[src/design/nrmc_pkg.sv]
// Shared types, character codes and lookup functions for the NMEA RMC sentence checker.
package nrmc_pkg;

	typedef struct packed {
		logic [7:0] sentence_byte;
		logic       end_of_sentence;
	} sent_beat_t;

	typedef struct packed {
		logic       checksum_ok;
		logic       is_rmc;
		logic       time_updated;
		logic [7:0] hours;
		logic [7:0] minutes;
		logic [7:0] seconds;
	} stat_beat_t;

	localparam logic [7:0] CHAR_DOLLAR = 8'h24;
	localparam logic [7:0] CHAR_STAR   = 8'h2A;
	localparam logic [7:0] CHAR_COMMA  = 8'h2C;
	localparam logic [7:0] CHAR_CR     = 8'h0D;
	localparam logic [7:0] CHAR_ZERO   = 8'h30;
	localparam logic [7:0] CHAR_NINE   = 8'h39;
	localparam logic [7:0] CHAR_UPPER_A = 8'h41;

	localparam int unsigned HEADER_LEN = 6;
	localparam int unsigned TIME_LEN   = 6;
	localparam int unsigned HEX_LEN    = 2;

	// "$GPRMC"
	function automatic logic [7:0] header_char(input logic [2:0] pos);
		logic [7:0] c;
		case (pos)
			3'd0:    c = CHAR_DOLLAR;
			3'd1:    c = 8'h47;
			3'd2:    c = 8'h50;
			3'd3:    c = 8'h52;
			3'd4:    c = 8'h4D;
			3'd5:    c = 8'h43;
			default: c = 8'h00;
		endcase
		return c;
	endfunction

	// uppercase hex digit
	function automatic logic [7:0] hex_char(input logic [3:0] nib);
		logic [7:0] c;
		if (nib < 4'd10) begin
			c = CHAR_ZERO + {4'd0, nib};
		end else begin
			c = CHAR_UPPER_A + {4'd0, nib} - 8'd10;
		end
		return c;
	endfunction

	// (a-48)*10 + (b-48), mod 256
	function automatic logic [7:0] digit_pair(input logic [7:0] a, input logic [7:0] b);
		logic [7:0] da;
		logic [7:0] db;
		da = a - CHAR_ZERO;
		db = b - CHAR_ZERO;
		return (da << 3) + (da << 1) + db;
	endfunction

endpackage

[src/design/nmea_rmc_checksum_time_parser_top.sv]
// Top level of the NMEA RMC sentence checksum checker and UTC time extractor.
//
//   channel   beat          handshake              direction
//   sent      sent_beat_t   sent_valid/sent_stall  in: one sentence character
//   stat      stat_beat_t   stat_valid/stat_stall  out: one status per sentence
//
// One character per cycle unless sent_stall holds it: input register, one pass of
// compare/XOR/counter logic, then the status register that holds each sentence's status.
// arst_n clears the counters, flags, XOR sum and stored time; the header flag resets to one.
// sent_stall rises only while a final character waits on a stalled status beat.
module nmea_rmc_checksum_time_parser_top (
	input  logic                clk,
	input  logic                arst_n,
	input  logic                sent_valid,
	output logic                sent_stall,
	input  nrmc_pkg::sent_beat_t sent_beat,
	output logic                stat_valid,
	input  logic                stat_stall,
	output nrmc_pkg::stat_beat_t stat_beat
);
	import nrmc_pkg::*;

	logic       valid_s1;
	sent_beat_t beat_s1;
	logic       process;

	logic [2:0]  pos_q,   n_pos;
	logic        hdr_q,   n_hdr;
	logic        dollar_q, n_dollar;
	logic [7:0]  xor_q,   n_xor;
	logic        star_q,  n_star;
	logic [1:0]  hcnt_q,  n_hcnt;
	logic [7:0]  hex_q  [HEX_LEN];
	logic [7:0]  n_hex  [HEX_LEN];
	logic [1:0]  dcnt_q,  n_dcnt;
	logic [7:0]  tch_q  [TIME_LEN];
	logic [7:0]  n_tch  [TIME_LEN];
	logic [2:0]  tcnt_q,  n_tcnt;
	logic [23:0] time_q,  n_time;

	logic       b_delim;
	logic [7:0] b;
	logic       ok, rmc, upd;

	stat_beat_t stat_q;
	logic       stat_valid_q;

	assign process    = valid_s1 && !(beat_s1.end_of_sentence && stat_valid_q && stat_stall);
	assign sent_stall = valid_s1 && !process;

	always_ff @(posedge clk or negedge arst_n) begin
		if (!arst_n) begin
			valid_s1 <= 1'b0;
		end else if (sent_valid && !sent_stall) begin
			valid_s1 <= 1'b1;
		end else if (process) begin
			valid_s1 <= 1'b0;
		end
	end

	always_ff @(posedge clk) begin
		if (sent_valid && !sent_stall) begin
			beat_s1 <= sent_beat;
		end
	end

	always_comb begin
		b       = beat_s1.sentence_byte;
		b_delim = (b == CHAR_COMMA) || (b == CHAR_STAR);
		n_pos    = pos_q;
		n_hdr    = hdr_q;
		n_dollar = dollar_q;
		n_xor    = xor_q;
		n_star   = star_q;
		n_hcnt   = hcnt_q;
		n_hex    = hex_q;
		n_dcnt   = dcnt_q;
		n_tch    = tch_q;
		n_tcnt   = tcnt_q;

		if (pos_q == 3'd0) begin
			n_dollar = (b == CHAR_DOLLAR);
		end else if (!star_q) begin
			if (b == CHAR_STAR) begin
				n_star = 1'b1;
			end else begin
				n_xor = xor_q ^ b;
			end
		end else if (hcnt_q < 2'(HEX_LEN)) begin
			n_hex[hcnt_q[0]] = b;
			n_hcnt = hcnt_q + 2'd1;
		end

		if ((pos_q < 3'(HEADER_LEN)) && (b != header_char(pos_q))) begin
			n_hdr = 1'b0;
		end

		if (dcnt_q == 2'd0) begin
			if (b_delim) begin
				n_dcnt = 2'd1;
			end
		end else if (b_delim || (b == CHAR_CR)) begin
			if (dcnt_q != 2'd3) begin
				n_dcnt = dcnt_q + 2'd1;
			end
		end else if ((dcnt_q == 2'd1) && (tcnt_q < 3'(TIME_LEN))) begin
			n_tch[tcnt_q] = b;
			n_tcnt = tcnt_q + 3'd1;
		end

		if (pos_q != 3'd7) begin
			n_pos = pos_q + 3'd1;
		end

		ok  = n_dollar && n_star && (n_hcnt == 2'(HEX_LEN)) &&
		      (n_hex[0] == hex_char(n_xor[7:4])) && (n_hex[1] == hex_char(n_xor[3:0]));
		rmc = ok && n_hdr && (n_pos >= 3'(HEADER_LEN));
		upd = rmc && (n_tcnt == 3'(TIME_LEN)) &&
		      (n_tch[0] >= CHAR_ZERO) && (n_tch[0] <= CHAR_NINE);

		n_time = time_q;
		if (upd) begin
			n_time = {digit_pair(n_tch[0], n_tch[1]),
			          digit_pair(n_tch[2], n_tch[3]),
			          digit_pair(n_tch[4], n_tch[5])};
		end
	end

	always_ff @(posedge clk or negedge arst_n) begin
		if (!arst_n) begin
			pos_q    <= '0;
			hdr_q    <= 1'b1;
			dollar_q <= 1'b0;
			xor_q    <= '0;
			star_q   <= 1'b0;
			hcnt_q   <= '0;
			dcnt_q   <= '0;
			tcnt_q   <= '0;
			time_q   <= '0;
		end else if (process) begin
			time_q <= n_time;
			if (beat_s1.end_of_sentence) begin
				pos_q    <= '0;
				hdr_q    <= 1'b1;
				dollar_q <= 1'b0;
				xor_q    <= '0;
				star_q   <= 1'b0;
				hcnt_q   <= '0;
				dcnt_q   <= '0;
				tcnt_q   <= '0;
			end else begin
				pos_q    <= n_pos;
				hdr_q    <= n_hdr;
				dollar_q <= n_dollar;
				xor_q    <= n_xor;
				star_q   <= n_star;
				hcnt_q   <= n_hcnt;
				dcnt_q   <= n_dcnt;
				tcnt_q   <= n_tcnt;
			end
		end
	end

	// character stores, guarded by their counts
	always_ff @(posedge clk) begin
		if (process) begin
			hex_q <= n_hex;
			tch_q <= n_tch;
		end
	end

	always_ff @(posedge clk or negedge arst_n) begin
		if (!arst_n) begin
			stat_valid_q <= 1'b0;
		end else if (process && beat_s1.end_of_sentence) begin
			stat_valid_q <= 1'b1;
		end else if (!stat_stall) begin
			stat_valid_q <= 1'b0;
		end
	end

	always_ff @(posedge clk) begin
		if (process && beat_s1.end_of_sentence) begin
			stat_q.checksum_ok  <= ok;
			stat_q.is_rmc       <= rmc;
			stat_q.time_updated <= upd;
			stat_q.hours        <= n_time[23:16];
			stat_q.minutes      <= n_time[15:8];
			stat_q.seconds      <= n_time[7:0];
		end
	end

	assign stat_valid = stat_valid_q;
	assign stat_beat  = stat_q;

endmodule

[config.mk]
export PLATFORM = sky130hd
export DESIGN_NAME = nmea_rmc_checksum_time_parser_top
export DESIGN_NICKNAME = d
export VERILOG_FILES = /design/src/design/nrmc_pkg.sv /design/src/design/nmea_rmc_checksum_time_parser_top.sv
export SDC_FILE = /design/constraint.sdc
export NUM_CORES = 1
export LEC_CHECK = 0
export BUFFER_PORTS_ARGS = -buffer_cell sky130_fd_sc_hd__buf_2
export CORE_ASPECT_RATIO = 1.75
export CORE_MARGIN = 1
export CORE_UTILIZATION = 45
export CTS_CLUSTER_DIAMETER = 50
export CTS_CLUSTER_SIZE = 40
export DETAILED_ROUTE_END_ITERATION = 8
export RECOVER_POWER = 50
export SLEW_MARGIN = 20
export SYNTH_ARGS = -nofsm -noshare
export SYNTH_HDL_FRONTEND = slang
export SYNTH_SLANG_ARGS = --single-unit
export TNS_END_PERCENT = 5
[constraint.sdc]
create_clock -name clk -period 8.6 [get_ports clk]
set_clock_uncertainty 0.15 [all_clocks]
set_input_delay 1.29 -clock clk [delete_from_list [all_inputs] [get_ports clk]]
set_output_delay 1.29 -clock clk [all_outputs]
set_load 0.01 [all_outputs]
==> results of run 1 <==
[metrics by stage]
| step | setup WS, ns | hold WS (ns) | cell area [sq um] |
|---|---|---|---|
| 2_1_floorplan | 3.629 | 0.3003 | 8793 |
| 6_report | 3.141 | 0.3369 | 9746 |
| 3_5_place_dp | 3.420 | 0.3235 | 9213 |
| 3_3_place_gp | 3.417 | 0.3120 | 9213 |
| 4_1_cts | 3.406 | 0.3385 | 9811 |
| 5_1_grt | 2.763 | 0.3712 | 9746 |
[flip-flops by register name, indices dropped and copies added (netlist names)]
signal and cells:
pos_q 3, dollar_q 1, tch_q 46, hdr_q 1, valid_s1 1, xor_q 8
hcnt_q 2, b 8, stat_beat 27, hex_q 16, tcnt_q 3, star_q 1
beat_s1 1, dcnt_q 2, time_q 24, stat_valid 1
[kinds of logic (layout without fill, tap and decap cells)]
| kind of cell | Yosys count | count (layout) |
|---|---|---|
| xor gates and xnor gates | 35 | 35 |
| DFF | 145 | 145 |
| muxes | 92 | 92 |
| and+or+nand+nor | 158 | 158 |
| adders and majority gates | 66 | 66 |
| buffers and inverters | 105 | 162 |
| AOI/OAI and AO/OA | 129 | 129 |
[area by class of cell]
class,instances,share of cell area (%)
timing repair buffer,53,2.388
multi-input combinational,480,43.14
clock buffer,22,4.763
inverter,77,2.966
clock inverter,10,1.374
tap,241,3.094
sequential,145,42.28
[routing by layer]
layer	part of all wire [%]	vias to the layer above	global-route usage, %	wire [microns]
li1	-	2728	-	-
met1	38	2888	24.47	7921
met2	54	127	40.29	11340
met3	3.6	47	4.042	755
met4	4.3	0	12.01	907
met5	0	-	0	0
[worst max-delay path, cell delays in order (launching register included)]
cell and delay, ns:
edfxtp_1 0.66, nor3_1 0.35, nand2_1 0.12, o211ai_1 0.29, clkbuf_1 0.52, mux2_1 0.44
inv_1 0.09, fa_1 0.41, inv_1 0.06, ha_1 0.23, ha_1 0.24, fa_1 0.41
a21o_1 0.20, a21oi_1 0.17, xnor2_1 0.15, xnor2_1 0.15, xnor2_1 0.15, xnor2_1 0.10
mux2_1 0.30
[power by group]
part           internal (mW)  switching (mW)  total (mW)
Sequential             0.781          0.0325       0.814
Combinational          0.133           0.228       0.361
Clock                  0.469           0.284       0.753
Total                   1.38           0.545        1.93
[worst paths after layout]
path	slack, ns	endpoint	from	cells after the start
max in group asynchronous	4.81	time_q[19]	arst_n	2
min in group asynchronous	1.79	hcnt_q[0]	arst_n	2
max reg2reg	3.14	stat_beat[23]	b[4]	18
max	3.14	stat_beat[23]	b[4]	18
min	0.34	time_q[2]	time_q[2]	1
min reg2reg	0.34	time_q[2]	time_q[2]	1
[placed cells by master (no fill, tap or decap), types with 11 or more instances in the layout]
cell	n
a21oi_1	16
clkbuf_1	41
edfxtp_1	98
mux2_4	36
nor2_1	26
nand2b_1	11
dfrtp_1	46
inv_1	73
mux2_1	27
nor2b_1	12
mux2_2	14
clkbuf_16	17
nand2_1	49
fa_1	15
xnor2_1	25
o21ai_0	43
mux2i_1	15
ha_1	51
==> run metrics, run 1 <==
status finished, violations left; failing checks capacitance limit, slew limit; Post-synth EDFFs 98; floorplan core area around 0.019 sq mm; via-per-instance ratio 5.632; main combinational cell family by area after synthesis multiplexers; Synth area leaders edfxtp_1 33%, dfrtp_1 13%, ha_1 7.3%, mux2_4 6.1%, mux2_2 4.1%; kind of critical path flop to flop; CP startpoint kind flop; Post-CTS Setup Inserts 0; simple-gate share of the synthesized area between 10% and 20%; setup TNS 0 ns; layout cells sized above 1 approximately 14%; nets 853; H-Tree Depth 4; top_reg_cell synth edfxtp_1; Max IR drop VDD 0.0001519 V; final core utilization about half; fillers between 1500 and 2000; mapped cell area between 0.008 and 0.009 sq mm; Synth cell types 80; antenna-violating nets left 0; num ports 42; Synth Area in XOR/XNOR under 10%; hold crit path type flop to flop; Area growth, synth to finish 10.83%; register area share after synthesis between 40% and 50%; Worst-Margin Slew approximately 3.0 ns; CTS Sinks approximately 150; initial antenna violation count 0; Num CTS Buffers 17; syn nets ~800; Compound-Gate Fraction of Synth Area 10.32%; YS warnings 0; clk slew on worst S/H paths around 0.060 ns; Overflow after GRT 0; Pwr per Cell Area 197.9 mW/mm^2; Rows 67; mux cell area share after synthesis 13.10%; unrepaired setup endpoints after global routing false; Max FO, Critical Path 15; setup violators final 0; Relative slew margins -100.2%; Routed WL between 20000 and 25000 microns; total power between 1.5 and 2 mW; DRC 0; Total Routing Usage GR between 20% and 30%; DRT Pass-1 Iters 5; Post-CTS Hold Buffers 0; number of global-route vias before repair between 6000 and 7000; Die Span X between 100 and 150 microns; asr flop ratio synth 32.41%; Die H 186.9 microns; Worst-Skew Late Latency 0.43 ns; Antenna Cells 0; first-pass GRT wire length 33490 microns; cts repair resizes 0; top cells by count, synth 98 x edfxtp_1, 73 x inv_1, 51 x ha_1; Yosys reg bits around 150; PortBufs 41; worst endpoint required time between 8 and 9 ns; Highest Clock Rate approximately 180 MHz; Detailed Place HPWL 14820 microns; most frequent cell after synthesis edfxtp_1; root buf cell clkbuf_16; die area between 0.02 and 0.025 sq mm; largest net degree at the start of global routing between 50 and 60; Crit. End Element flop; DR vias between 5000 and 6000; Cell Count, Final, Fillers Out a little over 1000; TritonCTS clock tree yes; synthesized instance count 730; CP arrival 5.49 ns; final hold viol count 0; Final Wtd Congestion 0.8835; WL/cell between 20 and 25 microns; Syn Area/Cell approximately 12 sq um; Placed Cells approximately 1000; proportion of netlist area held by the largest area contributor between 30 and 40%; fin crit share between 60% and 70%; starting DRC count in detailed routing between 200 and 300; leak pwr a little under 4 nW; area leader, netlist edfxtp_1; fraction of the mapped netlist area in adder cells roughly a tenth; multi-input logic area approximately 0.0042 sq mm; Slew Viols, Final between 40 and 50; register area 0.004120 sq mm; max_cap viols 1; Min Clock Period, post-route around 5.5 ns; buffers from clock root to sink, at most 2; initial core utilization between 40% and 50%
Note: power is estimated with default switching activity, not from simulation.
==> inputs of run 2 (changes only) <==
--- a/config.mk
+++ b/config.mk
@@ -5,6 +5,7 @@
 export SDC_FILE = /design/constraint.sdc
 export NUM_CORES = 1
 export LEC_CHECK = 0
+export ABC_AREA = 1
 export BUFFER_PORTS_ARGS = -buffer_cell sky130_fd_sc_hd__buf_2
 export CORE_ASPECT_RATIO = 1.75
 export CORE_MARGIN = 1
==> constraint.sdc (replaced) <==
create_clock -name clk -period 4.9 [get_ports clk]
set_clock_uncertainty 0.15 [all_clocks]
set_input_delay 0.735 -clock clk [delete_from_list [all_inputs] [get_ports clk]]
set_output_delay 0.735 -clock clk [all_outputs]
set_load 0.01 [all_outputs]
==> run metrics, run 2 <==
status finished, violations left (unchanged); failing checks capacitance limit, slew limit (unchanged); R2R depth 27 (was 18); worst r2r dst time_q[23] (was stat_beat[23]); clk slew on worst S/H paths 0.06 ns (about the same); commonest non-fill, non-tap cell in the layout nand2_1 (was edfxtp_1); Antenna Cells 0 (unchanged); max reg flops 46 (unchanged); Routed WL 23770 microns (was 20920 microns); Die H 191.4 microns (was 186.9 microns); num ports 42 (unchanged); Syn Area/Cell 8.178 sq um (was 12.05 sq um); most flop-heavy register tch_q (unchanged); Pwr per Cell Area 426.9 mW/mm^2 (was 197.9 mW/mm^2); initial core utilization 45.66% (was 46.01%); CP startpoint kind flop (unchanged); Final Wtd Congestion 0.9147 (was 0.8835); leak pwr 5.206 nW (was 3.977 nW); YS warnings 0 (unchanged); top cells by count, synth 338 x nand2_1, 190 x inv_1, 102 x nand3_1 (was 98 x edfxtp_1, 73 x inv_1, 51 x ha_1); Hold Path Stages 2 (was 1); largest net degree at the start of global routing 68 (was 55); nets 1269 (was 853); DRC 0 (unchanged); WL/cell 16.38 microns (was 20.35 microns); Post-synth EDFFs 98 (unchanged); number of global-route vias before repair 7258 (was 6152); buffers from clock root to sink, at most 2 (unchanged); area leader, netlist edfxtp_1 (unchanged); initial antenna violation count 0 (unchanged); Worst Hold End time_q[20] (was time_q[2]); syn nets 1207 (was 809); antenna-violating nets left 0 (unchanged); first-pass GRT wire length 37720 microns (was 33490 microns); floorplan core area 0.02020 sq mm (was 0.01911 sq mm); hold slack 0.3262 ns (was 0.3369 ns); Worst-Skew Late Latency 0.43 ns (about the same); proportion of netlist area held by the largest area contributor 31.90% (was 33.47%); Rows 69 (was 67); unrepaired setup endpoints after global routing false (unchanged); fin crit share 91.88% (was 63.48%); setup violators final 0 (unchanged); Detailed Place HPWL 17290 microns (was 14820 microns); H-Tree Depth 4 (unchanged); Relative slew margins -97.48% (was -100.2%); Max IR drop VDD 0.0002627 V (was 0.0001519 V); most frequent cell after synthesis nand2_1 (was edfxtp_1); met2 routed WL 13210 microns (was 11340 microns); length of routed wiring on met1 9134 microns (was 7921 microns); setup slack, reg-to-reg 0.40 ns (was 3.14 ns); die area 0.02110 sq mm (was 0.02013 sq mm); Min Clock Period, post-route 4.502 ns (was 5.459 ns); Cell Area, Placed 0.009776 sq mm (was 0.009213 sq mm); layout cells sized above 1 9.476% (was 13.98%); HP Start time_q[20] (was time_q[2]); Overflow after GRT 0 (unchanged); Slew Viols, Final 77 (was 48); max_cap viols 2 (was 1); via-per-instance ratio 5.145 (was 5.632); Worst-Margin Slew 2.962 ns (was 3.004 ns); register area share after synthesis 44.66% (was 46.86%); kind of critical path flop to flop (unchanged); Met3 Wirelength 634 microns (was 755 microns); reg-to-reg startpoint b[6] (was b[4]); Max FO, Critical Path 9 (was 15); Setup WS post-layout 0.3978 ns (was 3.141 ns); root buf cell clkbuf_16 (unchanged); top_reg_cell synth edfxtp_1 (unchanged); uppermost layer routed met4 (unchanged); starting DRC count in detailed routing 398 (was 297); setup TNS 0 ns (unchanged); TritonCTS clock tree yes (unchanged); mapped cell area 0.009225 sq mm (was 0.008793 sq mm); Total Routing Usage GR 24.35% (was 22.43%); final hold viol count 0 (unchanged); Synth area leaders edfxtp_1 32%, nand2_1 14%, dfrtp_1 12%, inv_1 7.7%, ha_1 6.9% (was edfxtp_1 33%, dfrtp_1 13%, ha_1 7.3%, mux2_4 6.1%, mux2_2 4.1%); post-route cell area 0.01043 sq mm (was 0.009746 sq mm); DRT Pass-1 Iters 5 (unchanged); synthesized instance count 1128 (was 730); CP arrival 4.72 ns (was 5.49 ns); hold crit path type flop to flop (unchanged); commonest non-fill, non-tap cells in the layout 336 x nand2_1, 190 x inv_1, 101 x nand3_1 (was 98 x edfxtp_1, 73 x inv_1, 51 x ha_1); Setup WS pre-CTS -0.04214 ns (was 3.420 ns); CTS Sinks 145 (unchanged); Yosys reg bits 145 (unchanged); asr flop ratio synth 32.41% (unchanged); PortBufs 41 (unchanged); Highest Clock Rate 222.1 MHz (was 183.2 MHz); DR vias 7466 (was 5790); Synth cell types 37 (was 80); Die Span X 110.2 microns (was 107.7 microns); Area growth, synth to finish 13.10% (was 10.83%); Num CTS Buffers 17 (unchanged); worst endpoint required time 5.11 ns (was 8.63 ns); Crit. End Element flop (unchanged)
[run 2: cell count changes after synthesis, moves of 32 or more]
cell and change:
nand2_1 +290, mux2_4 -36, inv_1 +117, nand3_1 +94
nand4_1 +35, mux2_2 -32
[run 2: stage by stage]
stage	power, mW	utilization, %	cells
floorplan	2.663	-	1128
global placement	3.009	48.39	1412
detailed placement	3.029	48.39	1412
CTS	4.469	51.60	1444
global route	4.755	51.65	1451
finish	4.454	51.65	1451
[run 2: cells by family after synthesis]
group / after synthesis / synth area share, %
AOI/OAI and AO/OA: 93 / 5.425
xor gates and xnor gates: 21 / 1.994
adders and majority gates: 66 / 10.17
buffers and inverters: 234 / 10.19
DFF: 145 / 44.66
and+or+nand+nor: 569 / 27.56
[run 2: layout make-up]
type / instances / area (sq um)
inverter: 199 / 753.2
multi-input combinational: 749 / 4174
clock inverter: 14 / 201.4
tap: 248 / 310.3
clock buffer: 18 / 439.2
timing repair buffer: 78 / 435.4
sequential: 145 / 4120
fill: 1986 / 9768
[run 2: worst max path at each step]
stage              start  depth (start not counted)       endpoint
5_1_grt             b[2]                         29     time_q[23]
6_report            b[6]                         27     time_q[23]
4_1_cts        dcnt_q[0]                         28     time_q[23]
3_3_place_gp   dcnt_q[0]                         23  stat_beat[23]
3_5_place_dp   dcnt_q[0]                         23  stat_beat[23]
2_1_floorplan  dcnt_q[1]                         27  stat_beat[23]
[run 2: where the power goes]
| part | switching, mW | leakage [nW] | internal [mW] |
|---|---|---|---|
| Combinational | 0.979 | 3.31 | 0.556 |
| Sequential | 0.0551 | 1.59 | 1.43 |
| Clock | 0.556 | 0.310 | 0.874 |
| Total | 1.59 | 5.21 | 2.86 |
[run 2: critical path, cell delays in order (launching register included)]
cell and delay (ns):
edfxtp_1 0.52, inv_2 0.18, nand2_2 0.08, nor2_4 0.15, nand2_1 0.09, nand2_1 0.16, nor2_4 0.08, buf_4 0.18
nand3_1 0.08, nand2_1 0.13, fa_1 0.53, inv_1 0.04, ha_1 0.28, ha_1 0.23, fa_1 0.41, nand3_1 0.10
nand2_1 0.06, xor2_1 0.18, inv_1 0.06, nand3_1 0.10, nand2_1 0.06, nand2_1 0.06, nand2_1 0.06, xnor2_1 0.17
nand3_1 0.09, nand2_1 0.09, nand2_1 0.05, nand2_1 0.07
[run 2: routing by layer]
metal | track usage, % | vias to the layer above
li1 | - | 3765
met1 | 26.49 | 3509
met2 | 45.55 | 144
met3 | 3.682 | 48
met4 | 10.32 | 0
met5 | 0 | -
[run 2: repair_timing]
item,in CTS,in global routing
gates resized for setup,3,16
pin swaps,0,1
buffers inserted,0,7
setup endpoints to repair,2,6
hold buffers,0,0
